File: config.mk
export PLATFORM = sky130hd
export DESIGN_NAME = yuyv_to_rgb565_stream
export DESIGN_NICKNAME = d
export VERILOG_FILES = /design/src/sv/y2r_pkg.sv /design/src/sv/y2r_gather.sv /design/src/sv/y2r_emit.sv /design/src/sv/yuyv_to_rgb565_stream.sv
export VERILOG_INCLUDE_DIRS = /design/src /design/src/sv
export SDC_FILE = /design/constraint.sdc
export NUM_CORES = 1
export LEC_CHECK = 0
export ABC_AREA = 1
export BUFFER_PORTS_ARGS = -buffer_cell sky130_fd_sc_hd__buf_2
export CAP_MARGIN = 10
export CORE_MARGIN = 8
export CORE_UTILIZATION = 60
export CTS_CLUSTER_SIZE = 30
export DETAILED_ROUTE_END_ITERATION = 10
export PLACE_DENSITY = 0.77
export SETUP_SLACK_MARGIN = 0.3
export SYNTH_ARGS = -nofsm -noshare
export SYNTH_HDL_FRONTEND = slang
export SYNTH_SLANG_ARGS = --single-unit
File: constraint.sdc
create_clock -name clock -period 10.9 [get_ports clock]
set_input_delay 1.635 -clock clock [delete_from_list [all_inputs] [get_ports clock]]
set_output_delay 1.635 -clock clock [all_outputs]
set_load 0.02 [all_outputs]
File: src/sv/yuyv_to_rgb565_stream_macros.svh
// assertion macros for the yuyv to rgb565 stream rtl, used by y2r_emit
`ifndef YUYV_TO_RGB565_STREAM_MACROS_SVH
`define YUYV_TO_RGB565_STREAM_MACROS_SVH

`ifndef SYNTHESIS

// same-cycle implication, disabled during reset
`define Y2R_ASSERT_IMPLY(name, clk, rst, ante, cons) \
   name: assert property (@(posedge clk) disable iff (rst) (ante) |-> (cons)) \
      else $error("y2r assertion failed");

// next-cycle implication, disabled during reset
`define Y2R_ASSERT_NEXT(name, clk, rst, ante, cons) \
   name: assert property (@(posedge clk) disable iff (rst) (ante) |=> (cons)) \
      else $error("y2r assertion failed");

`else

`define Y2R_ASSERT_IMPLY(name, clk, rst, ante, cons)
`define Y2R_ASSERT_NEXT(name, clk, rst, ante, cons)

`endif

`endif

File: src/sv/y2r_pkg.sv
// types and conversion functions for the yuyv to rgb565 stream
`default_nettype none

package y2r_pkg;

   typedef struct packed {
      logic [7:0] data_byte;
      logic       end_of_frame;
   } req_payload_type;

   typedef struct packed {
      logic [7:0] first_byte;
      logic [7:0] second_byte;
      logic       last_of_pair;
      logic       frame_done;
   } rsp_payload_type;

   // one complete Y0 U Y1 V group, chroma already folded into per-color offsets
   typedef struct packed {
      logic              load;
      logic [7:0]        luma_first;
      logic [7:0]        luma_second;
      logic signed [8:0] red_off;
      logic signed [8:0] green_off;
      logic signed [8:0] blue_off;
      logic              end_of_frame;
   } group_type;

   localparam logic [7:0] CHROMA_BIAS = 8'h80;
   localparam logic signed [15:0] COEF_RV = 16'sd103;
   localparam logic signed [15:0] COEF_GU = 16'sd88;
   localparam logic signed [15:0] COEF_GV = 16'sd183;
   localparam logic signed [15:0] COEF_BU = 16'sd198;
   localparam logic [7:0] GREEN_MID_MASK = 8'h1C;
   localparam logic [7:0] BLUE_MASK = 8'hF8;

   // signed chroma times constant, floor divided by 256
   function automatic logic signed [7:0] scale_chroma(logic signed [7:0] c,
                                                      logic signed [15:0] k);
      logic signed [15:0] prod;
      prod = 16'(c) * k;
      return $signed(prod[15:8]);
   endfunction

   function automatic logic [7:0] clamp_u8(logic signed [9:0] x);
      logic [7:0] res;
      if (x < 10'sd0) begin
         res = 8'd0;
      end else if (x > 10'sd255) begin
         res = 8'd255;
      end else begin
         res = x[7:0];
      end
      return res;
   endfunction

   function automatic rsp_payload_type make_pixel(logic [7:0] y,
                                                  logic signed [8:0] r_off,
                                                  logic signed [8:0] g_off,
                                                  logic signed [8:0] b_off,
                                                  logic last, logic done);
      logic signed [9:0] y_s;
      logic [7:0]        r;
      logic [7:0]        g;
      logic [7:0]        b;
      rsp_payload_type   px;
      y_s = $signed({2'b00, y});
      r = clamp_u8(y_s + 10'(r_off));
      g = clamp_u8(y_s + 10'(g_off));
      b = clamp_u8(y_s + 10'(b_off));
      px.first_byte = ((g & GREEN_MID_MASK) << 3) | (r >> 3);
      px.second_byte = (b & BLUE_MASK) | (g >> 5);
      px.last_of_pair = last;
      px.frame_done = done;
      return px;
   endfunction

endpackage

`default_nettype wire

File: src/sv/y2r_gather.sv
// byte phase tracking, Y0/U/Y1 capture and chroma offset calculation
`default_nettype none

module y2r_gather import y2r_pkg::*; (
   input  wire logic            clock,
   input  wire logic            reset,
   input  wire logic            req_valid,
   output logic                 req_stall,
   input  wire req_payload_type req_payload,
   input  wire logic            pair_busy,
   output group_type            group
);

   typedef enum logic [1:0] {PH_Y0, PH_U, PH_Y1, PH_V} phase_type;

   phase_type   phase_ff, phase_in;
   logic [7:0]  luma_first_ff, luma_first_in;
   logic [7:0]  chroma_blue_ff, chroma_blue_in;
   logic [7:0]  luma_second_ff, luma_second_in;
   logic        accept;
   logic signed [7:0] u_s;
   logic signed [7:0] v_s;

   // a V byte waits until the previous pair has left the pair buffer
   assign req_stall = pair_busy && (phase_ff == PH_V);
   assign accept = req_valid && !req_stall;

   assign u_s = $signed(chroma_blue_ff ^ CHROMA_BIAS);
   assign v_s = $signed(req_payload.data_byte ^ CHROMA_BIAS);

   always_comb begin
      phase_in = phase_ff;
      luma_first_in = luma_first_ff;
      chroma_blue_in = chroma_blue_ff;
      luma_second_in = luma_second_ff;
      if (accept) begin
         unique case (phase_ff)
            PH_Y0: begin
               luma_first_in = req_payload.data_byte;
               phase_in = PH_U;
            end
            PH_U: begin
               chroma_blue_in = req_payload.data_byte;
               phase_in = PH_Y1;
            end
            PH_Y1: begin
               luma_second_in = req_payload.data_byte;
               phase_in = PH_V;
            end
            PH_V: begin
               phase_in = PH_Y0;
            end
            default: begin
               phase_in = PH_Y0;
            end
         endcase
         if (req_payload.end_of_frame) begin
            phase_in = PH_Y0;
         end
      end
   end

   always_comb begin
      group.load = accept && (phase_ff == PH_V);
      group.luma_first = luma_first_ff;
      group.luma_second = luma_second_ff;
      group.red_off = 9'(v_s) + 9'(scale_chroma(v_s, COEF_RV));
      group.green_off = 9'sd0 - 9'(scale_chroma(u_s, COEF_GU))
                        - 9'(scale_chroma(v_s, COEF_GV));
      group.blue_off = 9'(u_s) + 9'(scale_chroma(u_s, COEF_BU));
      group.end_of_frame = req_payload.end_of_frame;
   end

   always_ff @(posedge clock) begin
      if (reset) begin
         phase_ff <= PH_Y0;
      end else begin
         phase_ff <= phase_in;
      end
      luma_first_ff <= luma_first_in;
      chroma_blue_ff <= chroma_blue_in;
      luma_second_ff <= luma_second_in;
   end

endmodule

`default_nettype wire

File: src/sv/y2r_emit.sv
// pair buffer, per-pixel color calculation and result register
`default_nettype none
`include "yuyv_to_rgb565_stream_macros.svh"

module y2r_emit import y2r_pkg::*; (
   input  wire logic      clock,
   input  wire logic      reset,
   input  wire group_type group,
   output logic           pair_busy,
   output logic           rsp_valid,
   input  wire logic      rsp_stall,
   output rsp_payload_type rsp_payload
);

   logic              pair_valid_ff, pair_valid_in;
   logic              pair_second_ff, pair_second_in;
   logic [7:0]        luma_first_ff, luma_second_ff;
   logic signed [8:0] red_off_ff, green_off_ff, blue_off_ff;
   logic              eof_ff;
   logic              rsp_valid_ff, rsp_valid_in;
   rsp_payload_type   rsp_payload_ff, rsp_payload_in;
   logic              out_load;
   logic [7:0]        luma_sel;

   assign pair_busy = pair_valid_ff;
   assign out_load = pair_valid_ff && (!rsp_valid_ff || !rsp_stall);
   assign luma_sel = pair_second_ff ? luma_second_ff : luma_first_ff;

   always_comb begin
      pair_valid_in = pair_valid_ff;
      pair_second_in = pair_second_ff;
      if (group.load) begin
         pair_valid_in = 1'b1;
         pair_second_in = 1'b0;
      end else if (out_load) begin
         pair_valid_in = !pair_second_ff;
         pair_second_in = 1'b1;
      end
   end

   always_comb begin
      rsp_valid_in = rsp_valid_ff && rsp_stall;
      rsp_payload_in = rsp_payload_ff;
      if (out_load) begin
         rsp_valid_in = 1'b1;
         rsp_payload_in = make_pixel(luma_sel, red_off_ff, green_off_ff, blue_off_ff,
                                     pair_second_ff, pair_second_ff && eof_ff);
      end
   end

   always_ff @(posedge clock) begin
      if (reset) begin
         pair_valid_ff <= 1'b0;
         pair_second_ff <= 1'b0;
         rsp_valid_ff <= 1'b0;
      end else begin
         pair_valid_ff <= pair_valid_in;
         pair_second_ff <= pair_second_in;
         rsp_valid_ff <= rsp_valid_in;
      end
      if (group.load) begin
         luma_first_ff <= group.luma_first;
         luma_second_ff <= group.luma_second;
         red_off_ff <= group.red_off;
         green_off_ff <= group.green_off;
         blue_off_ff <= group.blue_off;
         eof_ff <= group.end_of_frame;
      end
      rsp_payload_ff <= rsp_payload_in;
   end

   assign rsp_valid = rsp_valid_ff;
   assign rsp_payload = rsp_payload_ff;

   // a new group never overwrites pixels still waiting in the pair buffer
   `Y2R_ASSERT_IMPLY(a_no_pair_overrun, clock, reset, group.load, !pair_valid_ff)
   // the first pixel of a pair is always followed by its second
   `Y2R_ASSERT_NEXT(a_second_follows, clock, reset, out_load && !pair_second_ff,
                    pair_valid_ff && pair_second_ff)
   // frame end is only flagged on the second pixel
   `Y2R_ASSERT_IMPLY(a_done_on_second, clock, reset,
                     rsp_valid_ff && rsp_payload_ff.frame_done,
                     rsp_payload_ff.last_of_pair)

endmodule

`default_nettype wire

File: src/sv/yuyv_to_rgb565_stream.sv
// YUYV 4:2:2 byte stream to RGB565 byte pair converter, top level
//
// req channel: one camera byte per transaction, in order Y0 U Y1 V, plus an
//   end_of_frame flag that returns the byte phase to Y0 after that byte.
//   A frame end before the V byte drops the partial group.
// rsp channel: one RGB565 pixel per transaction as two packed bytes. Each V
//   byte yields two transactions, the Y0 pixel then the Y1 pixel; frame_done
//   marks the Y1 pixel of a V byte that carried end_of_frame.
// Throughput: one byte per cycle while rsp_stall is low; two pixels per
//   four bytes fit easily through the one-pixel-per-cycle result register.
// Path: a V byte's group is registered in the pair buffer; the Y0 pixel and
//   then the Y1 pixel each enter the result register when rsp_stall allows.
// Stall: req_stall rises only on a V byte while the previous pair is still
//   in the pair buffer, i.e. when rsp_stall holds back the result register.
// Reset: synchronous; the phase returns to Y0 and no results are pending.
`default_nettype none

module yuyv_to_rgb565_stream import y2r_pkg::*; (
   input  wire logic            clock,
   input  wire logic            reset,
   input  wire logic            req_valid,
   output logic                 req_stall,
   input  wire req_payload_type req_payload,
   output logic                 rsp_valid,
   input  wire logic            rsp_stall,
   output rsp_payload_type      rsp_payload
);

   group_type group;
   logic      pair_busy;

   y2r_gather u_gather (
      .clock       (clock),
      .reset       (reset),
      .req_valid   (req_valid),
      .req_stall   (req_stall),
      .req_payload (req_payload),
      .pair_busy   (pair_busy),
      .group       (group)
   );

   y2r_emit u_emit (
      .clock       (clock),
      .reset       (reset),
      .group       (group),
      .pair_busy   (pair_busy),
      .rsp_valid   (rsp_valid),
      .rsp_stall   (rsp_stall),
      .rsp_payload (rsp_payload)
   );

endmodule

`default_nettype wire
==> impl_results.md <==
- Status: completed
- Post-route clock skew: 0.00804 ns
- Die Y-Extent: 144 µm
- Initial Utilization: around three fifths
- Final hold violations: 0
- CP required: 10.98 ns
- Layout cells sized above 1: 6.97%
- Reg2Reg Depth: 21
- Met3 GRT Util: 1.99%
- Met1 Track Usage GR: 25.4%
- Via/cell ratio: ~5
- PostCTS Resize Cnt: 0
- Row cnt: 46
- Setup violations, final: 0
- Worst setup startpoint: req_payload[8]
- Hold wc startpoint: u_gather.luma_second_ff[7]$_DFFE_PP_
- Drt pass-1 iters: 8
- Antenna viol nets, final: 0
- CP arrival: about 6.4 ns
- M2 GR Usage: 35.0%
- Tmin final: 6.31 ns
- GPL Wtd Cong: 0.856
- Peak Freq: around 160 MHz
- WHS: 0.419 ns
- Pwr Density: approximately 170 nW/µm²
- First-pass GRT wire length: 33,000 µm
- Num CTS Buffers: 9
- Cells after synthesis: 1,157
- Die W: roughly 140 µm
- Syn_nets: 1,399
- Layout Area Growth over Synthesis: 7.60%
- Critical R2R Capture: u_emit.blue_off_ff[6]$_DFFE_PP_
- Reg clk slew, reported paths: about 0.060 ns
- Via Count: 7,209
- N_diodes: 0
- Wire per inst: 13.6 µm
- Postcts setup bufs: 0
- GRT Max-Usage Layer: met2
- Clock Sink Count: 91
- Mapped Area: 9800 µm²
- Synthesized flop and latch total: 91
- RSZ-0062 raised after global routing: no
- R2R Path Start: u_gather.chroma_blue_ff[7]$_DFFE_PP_
- Htree depth: 3
- Max-Cap Viols: 0
- Maximum vdd ir drop: around 0.091 mV
- WS Path Type: in -> reg
- Placed Area: slightly above 10,000 µm²
- Slew @ Worst Pin: 0.776 ns
- Pin count of the biggest net entering global routing: 46
- Reg2Reg Setup Slack: 6.20 ns
- Design area: 10,500 µm²
- Nets: 1,443
- Vias in the first global route: 7,100
- HPWL Detailed: 16,000 µm
- Die area: 20,700 µm²
- Hold buffers post-CTS: 0
- Worst slew margin: 48.1%
- I/O pin count: 33
- Yosys Warn Count: 0
- Final cell utilization of the core: 66.1%
- TritonCTS clock tree: done
- Overall power: between 1.5 and 2 mW
- DRT iter0 DRCs: roughly 350
- IO buf count: 32
- Setup TNS: 0 ns
- Crit start category: input port
- Hold crit path type: reg -> reg
- Syn Area/Cell: 8.47 µm²
- Drc violations: 0
- Setup ws final: 4.59 ns
- Clock root cell: clkbuf_16
- Finished Layout Cells: between 1,000 and 1,500
- Pre-CTS WS: roughly 4.2 ns
- Crit path to: u_emit.green_off_ff[6]$_DFFE_PP_
- Clock buffer depth: 2
- Worst Setup End Kind: register
- Crit share post-route: 57.9%
- GR Util All Layers: 20.1%
- Initial antenna violation count: 0
- Register area share after synthesis: 27.4%
- P_leak: 5.61 nW
- Crit-path max FO: 14
- Cells after DPL: about 1,400
- GRT Residual Overflow: 0
- Final Max Tran Viols: 0
- Count of cell types in the netlist: 36
- Clock network latency to the later pin of the worst-skew pair: between 0.3 and 0.4 ns
- DRT Wirelength: 19,400 µm
- Core ar.: 15,900 µm²
-- metal layers --
metal  vias up  part of all wire [%]
met5         -                     0
met4         0                   1.9
met3        26                   3.5
met2       121                    49
met1      3282                    46
li1       3780                     -
-- final cells by class --
type	count	area (µm²)
Timing Repair Buffer	34	175
Clock inverter	6	73.8
Tap cell	216	270
Clock buffer	10	229
Inverter	265	995
Multi-Input combinational cell	800	6110
Fill cell	1338	5400
Sequential cell	91	2680
-- state kept, by name, summed over array words and instances (netlist names), 9 cells and up --
name	count
u_emit.blue_off_ff	9
u_emit.red_off_ff	9
u_emit.rsp_payload	18
u_emit.green_off_ff	9
-- critical path, stage by stage --
cell	delay, ns
buf_2	0.35
inv_1	0.28
ha_1	0.27
fa_1	0.44
fa_1	0.49
inv_1	0.05
fa_1	0.52
inv_1	0.04
ha_1	0.35
a21oi_2	0.10
o21ai_0	0.31
inv_1	0.10
nand3b_1	0.10
nand2_1	0.06
ha_1	0.28
ha_1	0.36
a21oi_1	0.15
nand2_1	0.13
nand2_1	0.08
nand2_1	0.05
a21oi_1	0.15
xor2_1	0.10
-- layout by cell type (no fill, tap or decap), types with 3 or more instances in the layout --
| cell | n |
|---|---|
| a21boi_0 | 3 |
| nor3_1 | 8 |
| nand3_2 | 5 |
| ha_1 | 174 |
| a21oi_2 | 9 |
| nand2_2 | 10 |
| nand3_1 | 54 |
| clkbuf_16 | 9 |
| buf_2 | 32 |
| o21ai_1 | 5 |
| dfxtp_1 | 5 |
| fa_1 | 55 |
| o21ai_2 | 3 |
| nand2_1 | 273 |
| edfxtp_1 | 86 |
| xnor2_1 | 15 |
| o21bai_1 | 4 |
| o21ai_0 | 14 |
| a21oi_1 | 65 |
| nand4_1 | 12 |
| nor2_1 | 32 |
| nor2_2 | 4 |
| inv_1 | 264 |
| nand3b_1 | 7 |
| xor2_1 | 34 |
-- synthesized netlist by cell type (all sizes together) --
cell    count  area (µm²)
a211oi      1        7.51
a21boi      4        30.0
a21o        2        15.0
a21oi      74         404
a31oi       2        12.5
and2        1        6.26
clkbuf      1        3.75
clkinv      1        3.75
dfxtp       5         100
edfxtp     86        2580
fa         55        1100
ha        174        2180
inv       264         991
nand2     283        1090
nand3      59         320
nand3b      8        63.8
nand4      12        75.1
nor2       36         145
nor3        9        50.1
nor3b       1        12.5
o21a        1        7.51
o21ai      22         121
o21bai      4        30.0
or2         3        18.8
xnor2      15         131
xor2       34         298
-- power by group --
group	internal, mW	switching, mW
Sequential	0.447	0.00464
Clock	0.180	0.131
Combinational	0.399	0.628
-- cells by family (layout without fill, tap and decap cells) --
| kind of cell | Yosys count | count (layout) | synth area share (%) |
|---|---|---|---|
| and+or+nand+nor | 412 | 412 | 18.2 |
| buffers and inverters | 266 | 315 | 10.2 |
| adders and majority gates | 229 | 229 | 33.5 |
| AOI/OAI and AO/OA | 110 | 110 | 6.41 |
| DFF | 91 | 91 | 27.4 |
| xor gates and xnor gates | 49 | 49 | 4.38 |
-- worst min-delay path by stage --
| stage | endpoint | depth (start not counted) |
|---|---|---|
| final | u_emit.luma_second_ff[7]$_DFFE_PP_ | 0 |
| after global routing | u_emit.luma_second_ff[3]$_DFFE_PP_ | 0 |
| after CTS | u_emit.luma_second_ff[2]$_DFFE_PP_ | 0 |
| after detailed placement | u_emit.luma_second_ff[2]$_DFFE_PP_ | 0 |
| after global placement | u_emit.luma_first_ff[4]$_DFFE_PP_ | 0 |
| after floorplan | u_emit.luma_first_ff[0]$_DFFE_PP_ | 0 |
No activity file was read; power rests on OpenSTA's default activity.
